`config.mk`:
```
export PLATFORM = sky130hd
export DESIGN_NAME = gtw_back
export DESIGN_NICKNAME = d
export VERILOG_FILES = /design/src/design/gtw_pkg.sv /design/src/design/gtw_back.sv
export SDC_FILE = /design/constraint.sdc
export NUM_CORES = 2
export LEC_CHECK = 0
export BUFFER_PORTS_ARGS = -buffer_cell sky130_fd_sc_hd__buf_2
export CORE_AREA = 2 2 200 241
export DETAILED_ROUTE_END_ITERATION = 16
export DIE_AREA = 0 0 202 243
export MAX_ROUTING_LAYER = met4
export PLACE_DENSITY = 0.79
export SLEW_MARGIN = 10
export SYNTH_ARGS = -nofsm -noshare
export SYNTH_HDL_FRONTEND = slang
export SYNTH_SLANG_ARGS = --single-unit
```
`constraint.sdc`:
```
create_clock -name clk -period 7.4 [get_ports clk]
set_clock_uncertainty 0.1 [all_clocks]
set_input_delay 0.37 -clock clk [delete_from_list [all_inputs] [get_ports clk]]
set_output_delay 0.37 -clock clk [all_outputs]
set_load 0.05 [all_outputs]
```
`src/design/gtw_pkg.sv`:
```
package gtw_pkg;

  localparam int QDEPTH = 4;
  localparam int QCNT_W = $clog2(QDEPTH + 1);
  localparam int IDX_W = 30;
  localparam int WEIGHT_W = 17;
  localparam logic [2:0] CORNER_LAST = 3'd7;
  localparam logic [WEIGHT_W-1:0] WEIGHT_ONE = 17'h10000;

  typedef enum logic [2:0] {
    REG_ORIGIN_X,
    REG_ORIGIN_Y,
    REG_ORIGIN_Z,
    REG_SCALE_X,
    REG_SCALE_Y,
    REG_SCALE_Z,
    REG_GRID_DIMS
  } gtw_reg_t;

  typedef struct packed {
    logic signed [31:0] point_x;
    logic signed [31:0] point_y;
    logic signed [31:0] point_z;
  } gtw_point_t;

  typedef struct packed {
    logic [2:0]          corner;
    logic [IDX_W-1:0]    cell_index;
    logic [WEIGHT_W-1:0] weight;
    logic                last;
  } gtw_result_t;

  typedef struct packed {
    logic              empty;
    logic [QCNT_W-1:0] count;
  } gtw_q_status_t;

endpackage

```
`src/design/gtw_back.sv`:
```
module gtw_back #(
  parameter int DIM_BITS = 10,
  parameter int FRAC_BITS = 16,
  localparam int ENTRY_W = gtw_pkg::IDX_W + 3 * (FRAC_BITS + 1)
) (
  input  logic                        clk,
  input  logic                        rst,
  input  gtw_pkg::gtw_q_status_t      q_status,
  input  logic [ENTRY_W-1:0]          head_data,
  input  logic [DIM_BITS-1:0]         nx,
  input  logic [gtw_pkg::IDX_W-1:0]   nxny,
  output logic                        pop,
  output logic                        result_valid,
  input  logic                        result_stall,
  output gtw_pkg::gtw_result_t        result
);
  import gtw_pkg::*;

  localparam int FW = FRAC_BITS + 1;
  localparam int PROD_W = 2 * FW;
  localparam int SH = 2 * FRAC_BITS - 16;
  localparam logic [FW-1:0] ONE = {1'b1, {FRAC_BITS{1'b0}}};
  localparam logic [PROD_W-1:0] HALF = PROD_W'(1) << (FRAC_BITS - 1);
  localparam logic [PROD_W-1:0] RND = PROD_W'((1 << SH) >> 1);

  logic               en;
  logic               issue;
  logic [2:0]         corner;
  logic [IDX_W-1:0]   base;
  logic [FW-1:0]      fx;
  logic [FW-1:0]      fy;
  logic [FW-1:0]      fz;
  logic               ox;
  logic               oy;
  logic               oz;
  logic [FW-1:0]      ax;
  logic [FW-1:0]      ay;
  logic [FW-1:0]      az;
  logic [IDX_W-1:0]   idx;
  logic               v1;
  logic [PROD_W-1:0]  prod1;
  logic [FW-1:0]      az1;
  logic [IDX_W-1:0]   idx1;
  logic [2:0]         corner1;
  logic [PROD_W-1:0]  p_full;
  logic [FW-1:0]      p;
  logic               v2;
  logic [PROD_W-1:0]  q2;
  logic [IDX_W-1:0]   idx2;
  logic [2:0]         corner2;
  logic [PROD_W-1:0]  w_full;

  assign en = !result_valid || !result_stall;
  assign issue = en && !q_status.empty;
  assign pop = issue && (corner == CORNER_LAST);

  // corner offsets, x offset is corner[0] ^ corner[1] so each xy face is walked in a loop
  always_comb begin
    base = head_data[ENTRY_W-1 -: IDX_W];
    fx   = head_data[3*FW-1 -: FW];
    fy   = head_data[2*FW-1 -: FW];
    fz   = head_data[FW-1:0];
    ox   = corner[0] ^ corner[1];
    oy   = corner[1];
    oz   = corner[2];
    ax   = ox ? fx : ONE - fx;
    ay   = oy ? fy : ONE - fy;
    az   = oz ? fz : ONE - fz;
    idx  = base + IDX_W'(ox) + (oy ? IDX_W'(nx) : '0) + (oz ? nxny : '0);
  end

  always_ff @(posedge clk) begin
    if (rst) begin
      corner       <= '0;
      v1           <= 1'b0;
      v2           <= 1'b0;
      result_valid <= 1'b0;
    end else if (en) begin
      v1           <= !q_status.empty;
      v2           <= v1;
      result_valid <= v2;
      if (!q_status.empty) begin
        corner <= corner + 3'd1;
      end
    end
  end

  always_comb begin
    p_full = (prod1 + HALF) >> FRAC_BITS;
    p      = p_full[FW-1:0];
    w_full = (q2 + RND) >> SH;
  end

  always_ff @(posedge clk) begin
    if (en) begin
      prod1             <= ax * ay;
      az1               <= az;
      idx1              <= idx;
      corner1           <= corner;
      q2                <= p * az1;
      idx2              <= idx1;
      corner2           <= corner1;
      result.corner     <= corner2;
      result.cell_index <= idx2;
      result.weight     <= w_full[WEIGHT_W-1:0];
      result.last       <= (corner2 == CORNER_LAST);
    end
  end

endmodule

```
==> parameters.txt <==
Parameter                              Value

Floorplanning
  Standard-cell row count    between 80 and 90
  I/O pin cnt    roughly 180
  Total Die Area    between 40000 and 50000 µm²
  Die X    roughly 200 µm
  Effective utilization at floorplan    57.31%
  Y dimension of the die    ~240 µm
  Placeable core region    around 47000 µm²

STA
  Final setup viols    0
  Final worst hold slack    0.05769 ns
  Slew HR    19.42%
  Max Clock Freq    ~140 MHz
  Worst setup slack after layout    0.2769 ns
  Final number of hold-violating endpoints    0
  Final period demand of the worst path    around 7.1 ns
  Share of the clock period used by the worst path    96.26%
  Final-report max-slew violation count    0
  Pin slew with the least headroom to its limit    ~1.2 ns

Global route
  Wire length of the first global-routing pass    106.5 mm
  Vias in the first global route    around 22000
  Initial antenna violation count    1
  Overall fraction of global-route tracks in use    28.20%
  Pin count of the biggest net entering global routing    66
  Overflow left after global routing    0

CTS
  Depth of the CTS H-tree    4
  Clock tree from TritonCTS    built
  Sinks on the clock net    between 150 and 200
  Clock slew at the register clock pins of the worst setup and hold paths    around 0.080 ns
  Master cell of the clock root buffer    sky130_fd_sc_hd__clkbuf_16
  Max Root-Sink Buffers    2
  Clock latency on the worst-skew pair    between 0.4 and 0.5 ns
  Number of clock buffers inserted by TritonCTS    17

Yosys
  Most used standard cells in the synthesized netlist    sky130_fd_sc_hd__inv_1, sky130_fd_sc_hd__fa_1, sky130_fd_sc_hd__nand2_1
  Compound-cell area share of the yosys netlist    between 4 and 5%
  Dominant combinational cell family by area after synthesis    adder cells
  Number of library cell types mapped by synthesis    60
  Top area cells in the synthesized netlist    sky130_fd_sc_hd__fa_1, sky130_fd_sc_hd__edfxtp_1, sky130_fd_sc_hd__ha_1
  Synthesized flop and latch total    176
  Post-synthesis share of cell area spent on and, or, nand and nor gates    between 10% and 20%
  Dominant register cell in the synthesized netlist    sky130_fd_sc_hd__edfxtp_1
  Total number of yosys warnings    0
  Most frequent cell after synthesis    sky130_fd_sc_hd__inv_1
  Post-synthesis mux area share    0.3133%
  Top cell type's share of synthesized area    approximately 34%
  Area leader, netlist    sky130_fd_sc_hd__fa_1
  Netlist area before placement    26760 µm²
  Post-Syn Instances    ~2800
  XOR/XNOR share of the synthesized area    5.138%
  Proportion of synthesized chip area in sequential cells    19.52%
  Area share of fa/ha/maj cells after synthesis    46.00%
  Post-Synthesis Net Count    ~3600
  Avg Inst Size Synth    9.585 µm²
  Ys async rst share    0%
  Count of flip-flops with a built-in enable after synthesis    170

Finish
  Number of nets in the finished design    approximately 3900
  Layout Area Growth over Synthesis    13.33%
  Final cell area excluding filler cells    roughly 30000 µm²
  Fraction of layout cells with a size suffix above 1    about 14%

Routing
  Overall routed net length    ~65 mm
  DR vias    about 20000
  Initial DRT Pass Iterations    6
  Total DRC errors in the routed layout    0
  Post-DR wirelength/cell    ~18 µm
  First DRT Iteration DRCs    between 1000 and 1500
  Vias per inst    roughly 5.4
  Number of nets with antenna violations after routing    0

Critical path
  Required time of the critical path    ~7.6 ns
  Maximum fanout count along the critical path    4
  Flop-to-flop setup slack    between 0.2 and 0.3 ns
  Crit path kind    in -> reg
  CP Capture Type    register
  CP arrival    roughly 7.3 ns
  Worst Setup Start Kind    input port

Min path
  Hold crit path type    in -> reg

Placed design
  Routability congestion estimate    around 0.97
  Placed cell area    ~30000 µm²
  Port Buf Inserts    177
  DP HPWL    54.35 mm
  Setup WS pre-CTS    -0.4160 ns

Run status
  Result of the run    finished clean

Run
  Total of max-cap violations    0
## cell usage in the layout, fill, tap and decap left out, types with 6 or more instances in the layout
cell / count
sky130_fd_sc_hd__xnor2_2: 8
sky130_fd_sc_hd__nand3_1: 30
sky130_fd_sc_hd__o21a_1: 6
sky130_fd_sc_hd__nor2b_1: 10
sky130_fd_sc_hd__or3_1: 6
sky130_fd_sc_hd__inv_1: 563
sky130_fd_sc_hd__nand2b_1: 11
sky130_fd_sc_hd__o211ai_1: 7
sky130_fd_sc_hd__nand2_1: 408
sky130_fd_sc_hd__a31oi_1: 9
sky130_fd_sc_hd__fa_1: 452
sky130_fd_sc_hd__nor4_1: 6
sky130_fd_sc_hd__a21oi_1: 61
sky130_fd_sc_hd__nand4_1: 15
sky130_fd_sc_hd__o21ai_0: 36
sky130_fd_sc_hd__a21o_1: 19
sky130_fd_sc_hd__buf_12: 8
sky130_fd_sc_hd__and2_1: 162
sky130_fd_sc_hd__or2_2: 6
sky130_fd_sc_hd__and3_1: 17
sky130_fd_sc_hd__ha_1: 257
sky130_fd_sc_hd__buf_4: 152
sky130_fd_sc_hd__buf_2: 178
sky130_fd_sc_hd__xnor2_1: 95
sky130_fd_sc_hd__nor3_1: 24
sky130_fd_sc_hd__nor2_1: 185
sky130_fd_sc_hd__xor2_1: 51
sky130_fd_sc_hd__a211oi_1: 11
sky130_fd_sc_hd__edfxtp_1: 170
sky130_fd_sc_hd__clkbuf_16: 18
## kinds of logic after synthesis
group / count (synthesis)
AOI/OAI and AO/OA: 190
xor gates and xnor gates: 157
adders and majority gates: 712
buffers and inverters: 642
DFF: 176
muxes: 8
and+or+nand+nor: 907
## worst max-delay path: stages
cell and delay (ns):
sky130_fd_sc_hd__buf_2 0.12, sky130_fd_sc_hd__or4_2 0.70, sky130_fd_sc_hd__nor2_2 0.14, sky130_fd_sc_hd__a31o_2 0.21, sky130_fd_sc_hd__a21boi_1 0.18, sky130_fd_sc_hd__buf_4 0.16
sky130_fd_sc_hd__xor2_2 0.18, sky130_fd_sc_hd__nor2_1 0.09, sky130_fd_sc_hd__fa_1 0.55, sky130_fd_sc_hd__inv_1 0.05, sky130_fd_sc_hd__fa_1 0.56, sky130_fd_sc_hd__fa_1 0.46
sky130_fd_sc_hd__fa_1 0.57, sky130_fd_sc_hd__fa_1 0.44, sky130_fd_sc_hd__fa_1 0.49, sky130_fd_sc_hd__inv_1 0.04, sky130_fd_sc_hd__ha_1 0.32, sky130_fd_sc_hd__o211ai_1 0.15
sky130_fd_sc_hd__nor2_1 0.09, sky130_fd_sc_hd__a21oi_2 0.17, sky130_fd_sc_hd__o2111a_1 0.23, sky130_fd_sc_hd__nor3_1 0.07, sky130_fd_sc_hd__o31a_1 0.26, sky130_fd_sc_hd__or4b_2 0.62
sky130_fd_sc_hd__nand3_1 0.09
## final cells by class
| cell class | count | area (µm²) |
|---|---|---|
| inverters | 564 | 2118 |
| fillers | 3710 | 16370 |
| well taps | 623 | 779.5 |
| repair buffers | 340 | 2228 |
| clock buffers | 17 | 425.4 |
| diodes | 1 | 2.502 |
| multi-input cells | 1974 | 19380 |
| clock inverters | 15 | 168.9 |
| flip-flops and latches | 176 | 5226 |
## through the flow
step                       TNS, ns  utilization [%]  std cells
after floorplan                  0                -       2792
after global placement      -1.361            63.02       3668
after detailed placement    -2.997            63.02       3668
after CTS                        0            64.36       3700
after global routing      -0.02167            64.95       3710
final                            0            64.95       3710
## routing by layer
layer | share of wire (%) | vias up | global-route usage, %
met4 | 3.6 | 0 | 9.386
met5 | 0 | - | -
met1 | 37 | 10021 | 32.13
li1 | - | 9191 | -
met3 | 6.0 | 158 | 3.558
met2 | 53 | 721 | 51.12
## repair_timing
action | in CTS | in global routing
cloned | 0 | 1
setup buffers | 0 | 8
endpoints found under the setup margin | 11 | 25
pin swaps | 0 | 7
endpoints found under the hold margin | 0 | 0
gates resized for setup | 6 | 42
hold buffers | 0 | 0
## registers in the layout, indices dropped and copies added, names as in the netlist
signal and flops:
corner2 3, idx1 30, q2 18, v2 1, az1 17, v1 1, corner 3, result 51
result_valid 1, corner1 3, idx2 30, prod1 18
## final timing paths
kind / end / start / cells past startpoint
setup / recovery: prod1[23]$_DFFE_PN_ / head_data[34] / 25
hold reg to reg: idx2[18]$_DFFE_PN_ / idx1[18]$_DFFE_PN_ / 0
setup reg to reg: q2[26]$_DFFE_PN_ / prod1[15]$_DFFE_PN_ / 24
hold / removal: az1[0]$_DFFE_PN_ / head_data[0] / 1
Power is left out: the tool's default activity adds up to more than one toggle a clock period on the data nets, which glitch-free logic cannot reach.
