File: config.mk
export PLATFORM = sky130hd
export DESIGN_NAME = gtw_fifo
export DESIGN_NICKNAME = d
export VERILOG_FILES = /design/src/design/gtw_pkg.sv /design/src/design/gtw_fifo.sv
export SDC_FILE = /design/constraint.sdc
export NUM_CORES = 1
export LEC_CHECK = 0
export CAP_MARGIN = 20
export CELL_PAD_IN_SITES_DETAIL_PLACEMENT = 0
export CELL_PAD_IN_SITES_GLOBAL_PLACEMENT = 1
export CORE_UTILIZATION = 50
export CTS_CLUSTER_DIAMETER = 150
export DETAILED_ROUTE_END_ITERATION = 6
export DONT_BUFFER_PORTS = 1
export PLACE_DENSITY_LB_ADDON = 0.3
export SYNTH_ARGS = -nofsm -noshare
export SYNTH_HDL_FRONTEND = slang
export SYNTH_SLANG_ARGS = --single-unit
export TNS_END_PERCENT = 20
File: constraint.sdc
create_clock -name clk -period 3.4 [get_ports clk]
set_input_delay 0.17 -clock clk [delete_from_list [all_inputs] [get_ports clk]]
set_output_delay 0.17 -clock clk [all_outputs]
set_load 0.02 [all_outputs]
File: src/design/gtw_pkg.sv
package gtw_pkg;

  localparam int QDEPTH = 4;
  localparam int QCNT_W = $clog2(QDEPTH + 1);
  localparam int IDX_W = 30;
  localparam int WEIGHT_W = 17;
  localparam logic [2:0] CORNER_LAST = 3'd7;
  localparam logic [WEIGHT_W-1:0] WEIGHT_ONE = 17'h10000;

  typedef enum logic [2:0] {
    REG_ORIGIN_X,
    REG_ORIGIN_Y,
    REG_ORIGIN_Z,
    REG_SCALE_X,
    REG_SCALE_Y,
    REG_SCALE_Z,
    REG_GRID_DIMS
  } gtw_reg_t;

  typedef struct packed {
    logic signed [31:0] point_x;
    logic signed [31:0] point_y;
    logic signed [31:0] point_z;
  } gtw_point_t;

  typedef struct packed {
    logic [2:0]          corner;
    logic [IDX_W-1:0]    cell_index;
    logic [WEIGHT_W-1:0] weight;
    logic                last;
  } gtw_result_t;

  typedef struct packed {
    logic              empty;
    logic [QCNT_W-1:0] count;
  } gtw_q_status_t;

endpackage

File: src/design/gtw_fifo.sv
module gtw_fifo #(
  parameter int WIDTH = 81
) (
  input  logic                   clk,
  input  logic                   rst,
  input  logic                   push,
  input  logic [WIDTH-1:0]       push_data,
  input  logic                   pop,
  output logic [WIDTH-1:0]       head_data,
  output gtw_pkg::gtw_q_status_t status
);
  import gtw_pkg::*;

  localparam int PTR_W = $clog2(QDEPTH);

  logic [WIDTH-1:0]  mem [QDEPTH];
  logic [PTR_W-1:0]  wptr;
  logic [PTR_W-1:0]  rptr;
  logic [QCNT_W-1:0] count;

  always_ff @(posedge clk) begin
    if (rst) begin
      wptr  <= '0;
      rptr  <= '0;
      count <= '0;
    end else begin
      if (push) begin
        wptr <= wptr + PTR_W'(1);
      end
      if (pop) begin
        rptr <= rptr + PTR_W'(1);
      end
      count <= count + QCNT_W'(push) - QCNT_W'(pop);
    end
  end

  always_ff @(posedge clk) begin
    if (push) begin
      mem[wptr] <= push_data;
    end
  end

  assign head_data = mem[rptr];
  assign status.empty = (count == '0);
  assign status.count = count;

endmodule

==> impl_metrics.json, run 1 <==
{
  "grt_setup_unrepaired": "no",
  "syn_inst": 464,
  "cts_hold_buffers": 85,
  "cts_buffer_depth": 3,
  "cts_setup_buffers": 0,
  "die-width_um": 158,
  "gp_congestion": 0.706,
  "fin_crit_sh": 0.738,
  "placed_area_mm2": 0.0125,
  "dp_hpwl_mm": 11.6,
  "routed_wl_mm": 20.5,
  "synthFlopType": "edfxtp_1",
  "maxSlewHeadroom": 0.513,
  "reg2reg_from": "wptr[0]",
  "min_path_type": "input port to register",
  "clock_sinks": 333,
  "firstDrtPassIters": 4,
  "clk_pin_slew_ns": 0.06,
  "wl_per_cell_um": 22.4,
  "setup-tns-final_ns": 0,
  "ff_latch_area_mm2": 0.00992,
  "rrSetupSlack_ns": 1.51,
  "port_buffers": 0,
  "dieHeight_um": 158,
  "start_util": 0.515,
  "fin_skew_ns": 0.00887,
  "core.rowCount": 56,
  "cts_tree": "yes",
  "ant_nets": 0,
  "final.fill_count": 1693,
  "pin_count": 170,
  "syn_avg_cell_area_um2": 26.3,
  "synth_edf_count": 324,
  "postLayoutCellArea_mm2": 0.0144,
  "grt_pass1_wl_mm": 31.2,
  "worst_pin_slew_ns": 0.730,
  "drv_cap": 0,
  "crit_arrival_ns": 2.34,
  "timing.final.ws_setup_ns": 0.891,
  "multiInputGateArea_mm2": 0.00206,
  "final_nets": 663,
  "cp.required_ns": 3.23,
  "ys_seq_area_frac": 0.812,
  "max_freq_ghz": 0.398,
  "synth_area_mm2": 0.0122,
  "p_leak_nw": 4.53,
  "htree_levels": 1,
  "hold_violations": 0,
  "endpoint_kind": "output pin",
  "yosysWarnings": 0,
  "drt_iter0_drc": 303,
  "root_buffer": "clkbuf_16",
  "power.total_mw": 9.05,
  "drive_above_1_share": 0.225,
  "drc_errors": 0,
  "peakVddDrop_v": 0.000503,
  "finalCriticalPeriod_ns": 2.51,
  "synthToLayoutAreaGrowth_pct": 18.0,
  "dieArea_mm2": 0.0250,
  "numCtsBuffers": 31,
  "cts_resized": 0,
  "num_vias": 5057,
  "synth.distinct_cells": 20,
  "syn_nets": 556,
  "antenna_found_initial": 1,
  "via_per_inst": 5.52,
  "outcome": "complete, no violations",
  "grt_overflow": 0,
  "worstHoldStart": "pop",
  "pre_cts_slack_ns": 1.36,
  "worst-path-max-fanout": 47,
  "critPathLaunchType": "register",
  "post-route-util": 0.608,
  "async_reset_ff_frac": 0,
  "powerDensity_mw_per_mm2": 629,
  "clk_latency_ns": 0.54,
  "setup_viol_count_final": 0,
  "path_class": "register to output pin",
  "finalMaxSlewViolations": 0,
  "grt_pass1_vias": 5445,
  "grt_max_degree": 48,
  "core-area_mm2": 0.0237,
  "grtUsageTotal": 0.168,
  "synth_seq_cells": 333
}
area by class of cell:
| cell class | instances | share of cell area |
|---|---|---|
| repair buffers | 92 | 0.0680 |
| well taps | 319 | 0.0277 |
| clock inverters | 11 | 0.0103 |
| diodes | 2 | 0.000348 |
| inverters | 6 | 0.00156 |
| clock buffers | 46 | 0.0599 |
| flip-flops and latches | 333 | 0.689 |
| multi-input cells | 107 | 0.143 |
registers in the layout, indices dropped and copies added, names as in the netlist, named ones only:
register,cells
mem,324
wptr,2
count,3
rptr,2
metrics by stage:
stage          instances  hold WS [ns]
2_1_floorplan        464         0.242
3_5_place_dp         772         0.241
6_report             916         0.146
4_1_cts              914         0.122
5_1_grt              914         0.166
3_3_place_gp         772         0.239
worst max-delay path, stage by stage (launching register included):
cell	delay (ns)
dfxtp_4	0.68
buf_12	0.39
mux4_2	0.67
power breakdown:
part / internal, mW / total (mW) / switching [mW] / leakage (nW)
Sequential: 4.72 / 4.81 / 0.0920 / 3.05
Combinational: 0.345 / 0.845 / 0.500 / 0.989
Clock: 2.04 / 3.40 / 1.36 / 0.488
final timing paths:
kind	cells after the start	endpoint
setup / recovery	2	head_data[9]
hold / removal	4	count[0]
setup reg to reg	4	mem[2][66]
hold reg to reg	2	register
layout by cell type (no fill, tap or decap):
| cell | count |
|---|---|
| a21bo_2 | 1 |
| a21oi_1 | 1 |
| and2_4 | 4 |
| buf_12 | 6 |
| buf_4 | 1 |
| bufinv_16 | 4 |
| clkbuf_1 | 12 |
| clkbuf_16 | 31 |
| clkbuf_8 | 3 |
| clkinv_1 | 6 |
| clkinv_2 | 1 |
| dfxtp_1 | 7 |
| dfxtp_4 | 2 |
| diode_2 | 2 |
| dlygate4sd3_1 | 85 |
| edfxtp_1 | 324 |
| fa_1 | 1 |
| ha_1 | 6 |
| inv_1 | 6 |
| mux2i_1 | 1 |
| mux4_2 | 81 |
| nand3b_1 | 1 |
| nor2_1 | 5 |
| nor2b_1 | 2 |
| nor3_1 | 1 |
| xnor2_1 | 2 |
| xor3_1 | 1 |
cell families (layout without fill, tap and decap cells):
logic type	Yosys count	count (layout)	synth area share
and+or+nand+nor	13	13	0.00564
adders and majority gates	7	7	0.00779
DFF	333	333	0.812
other	0	2	0
AOI/OAI and AO/OA	2	2	0.00123
buffers and inverters	24	155	0.0195
xor gates and xnor gates	3	3	0.00338
muxes	82	82	0.150
synth_stat cells (2+ instances only):
| cell | number | area, um2 |
|---|---|---|
| and2_1 | 4 | 25.0 |
| buf_12 | 8 | 160 |
| buf_2 | 8 | 40.0 |
| dfxtp_1 | 9 | 180 |
| edfxtp_1 | 324 | 9730 |
| ha_1 | 6 | 75.1 |
| inv_1 | 6 | 22.5 |
| mux4_2 | 81 | 1820 |
| nor2_1 | 5 | 18.8 |
| nor2b_1 | 2 | 12.5 |
| xnor2_1 | 2 | 17.5 |
metal layers:
metal  track usage  wire length (um)  vias up
li1              -                 -     2209
met1         0.221              8360     2656
met2         0.274             10200      153
met3        0.0487              1480       39
met4        0.0472               491        0
met5             0                 0        -
Power figures use the tool's default switching activity.
==> run 2, diff against run 1 <==
==> constraint.sdc (replaced) <==
create_clock -name clk -period 2.1 [get_ports clk]
set_input_delay 0.105 -clock clk [delete_from_list [all_inputs] [get_ports clk]]
set_output_delay 0.105 -clock clk [all_outputs]
set_load 0.02 [all_outputs]
==> impl_metrics.json, run 2 (same netlist as run 1, synthesis figures left out) <==
{
  "outcome": "complete, no violations",
  "gp_congestion": 0.730,
  "grt_setup_unrepaired": "no",
  "pin_count": 170,
  "ant_nets": 0,
  "placed_area_mm2": 0.0126,
  "grt_max_degree": 51,
  "path_class": "register to output pin",
  "fin_skew_ns": 0.00790,
  "cts_tree": "yes",
  "dp_hpwl_mm": 11.8,
  "core.rowCount": 56,
  "final_common_cell": "edfxtp_1",
  "core-area_mm2": 0.0237,
  "grt_pass1_wl_mm": 32.2,
  "endpoint_kind": "output pin",
  "worst-path-max-fanout": 23,
  "peakVddDrop_v": 0.000656,
  "grt_overflow": 0,
  "cts_buffer_depth": 3,
  "maxSlewHeadroom": 0.579,
  "min_path_type": "input port to register",
  "clk_latency_ns": 0.50,
  "grt_pass1_vias": 5590,
  "drc_errors": 0,
  "postLayoutCellArea_mm2": 0.0145,
  "final_nets": 672,
  "port_buffers": 0,
  "antenna_found_initial": 1,
  "finalMaxSlewViolations": 0,
  "final_cell_mix": "324 x edfxtp_1, 85 x dlygate4sd3_1, 81 x mux4_2, 37 x clkbuf_16, 10 x clkbuf_1",
  "drt_iter0_drc": 267,
  "wl_per_cell_um": 23.2,
  "clk_pin_slew_ns": 0.06,
  "critPathLaunchType": "register",
  "largest_register_ffs": 324,
  "p_leak_nw": 4.60,
  "die-width_um": 158,
  "regMostFlops": "mem",
  "powerDensity_mw_per_mm2": 1030,
  "hold_violations": 0,
  "worst_pin_slew_ns": 0.627,
  "clock_sinks": 333,
  "setup_viol_count_final": 0,
  "holdWs_ns": 0.129,
  "routed_wl_mm": 21.4,
  "via_per_inst": 5.59,
  "start_util": 0.515,
  "htree_levels": 2,
  "numCtsBuffers": 34,
  "drive_above_1_share": 0.239,
  "crit_arrival_ns": 1.88,
  "finalCriticalPeriod_ns": 1.99,
  "fin_crit_sh": 0.945,
  "largestRegisters": "mem x324, count x3",
  "cts_setup_buffers": 0,
  "dieArea_mm2": 0.0250,
  "firstDrtPassIters": 4,
  "dieHeight_um": 158,
  "cp.required_ns": 2.00,
  "num_vias": 5161,
  "max_freq_ghz": 0.504,
  "root_buffer": "clkbuf_16",
  "synthToLayoutAreaGrowth_pct": 19.1,
  "drv_cap": 0,
  "grtUsageTotal": 0.177
}
run 2: changes by cell type in the layout (fill, tap and decap cells not counted), sizes merged:
cell,previous run,this run
buf,7,13
bufinv,4,2
clkbuf,46,48
clkinv,7,8
clkinvlp,0,1
diode,2,1
run 2: worst max-delay path, cell delays in order (launching register included):
cell and delay [ns]:
dfxtp_4 0.37, buf_6 0.32, mux4_2 0.67
run 2: cell type report:
type | count | area (um2)
well taps | 319 | 399
repair buffers | 98 | 1040
inverters | 6 | 22.5
flip-flops and latches | 333 | 9920
fillers | 1648 | 9160
clock buffers | 48 | 977
diodes | 1 | 2.50
clock inverters | 11 | 100
multi-input cells | 107 | 2060
run 2: worst paths after layout:
| path | to | startpoint | cells after the start | slack (ns) |
|---|---|---|---|---|
| max | head_data[18] | register | 2 | 0.11 |
| max reg2reg | count[2] | count[0] | 7 | 0.24 |
| min reg2reg | register | rptr[1] | 2 | 0.55 |
| min | count[1] | pop | 4 | 0.13 |
run 2: repair_timing:
action / CTS / global route
hold buffers: 85 / 0
endpoints found under the setup margin: 23 / 20
pin swaps: 0 / 0
endpoints found under the hold margin: 333 / 0
resized for setup: 1 / 1
cloned: 0 / 0
run 2: layer usage:
| layer | vias to the layer above | share of wire | global-route usage |
|---|---|---|---|
| li1 | 2227 | - | - |
| met1 | 2737 | 0.40 | 0.220 |
| met2 | 169 | 0.50 | 0.295 |
| met3 | 28 | 0.079 | 0.0589 |
| met4 | 0 | 0.017 | 0.0540 |
| met5 | - | 0 | 0 |
run 2: report_power, final:
group	internal, mW	total (mW)	switching, mW
clock	3.48	5.74	2.26
sequential	7.64	7.76	0.120
combinational	0.576	1.44	0.868
run 2: stage by stage:
stage	setup TNS (ns)	total power [mW]	cells	setup WS (ns)	utilization
after floorplan	-185.58	8.95	464	-0.776	-
after CTS	0	15.1	922	0.00871	0.613
final	0	14.9	923	0.115	0.613
after global placement	0	9.13	778	0.332	0.532
after global routing	0	15.4	923	0.0160	0.613
after detailed placement	0	9.16	778	0.295	0.532
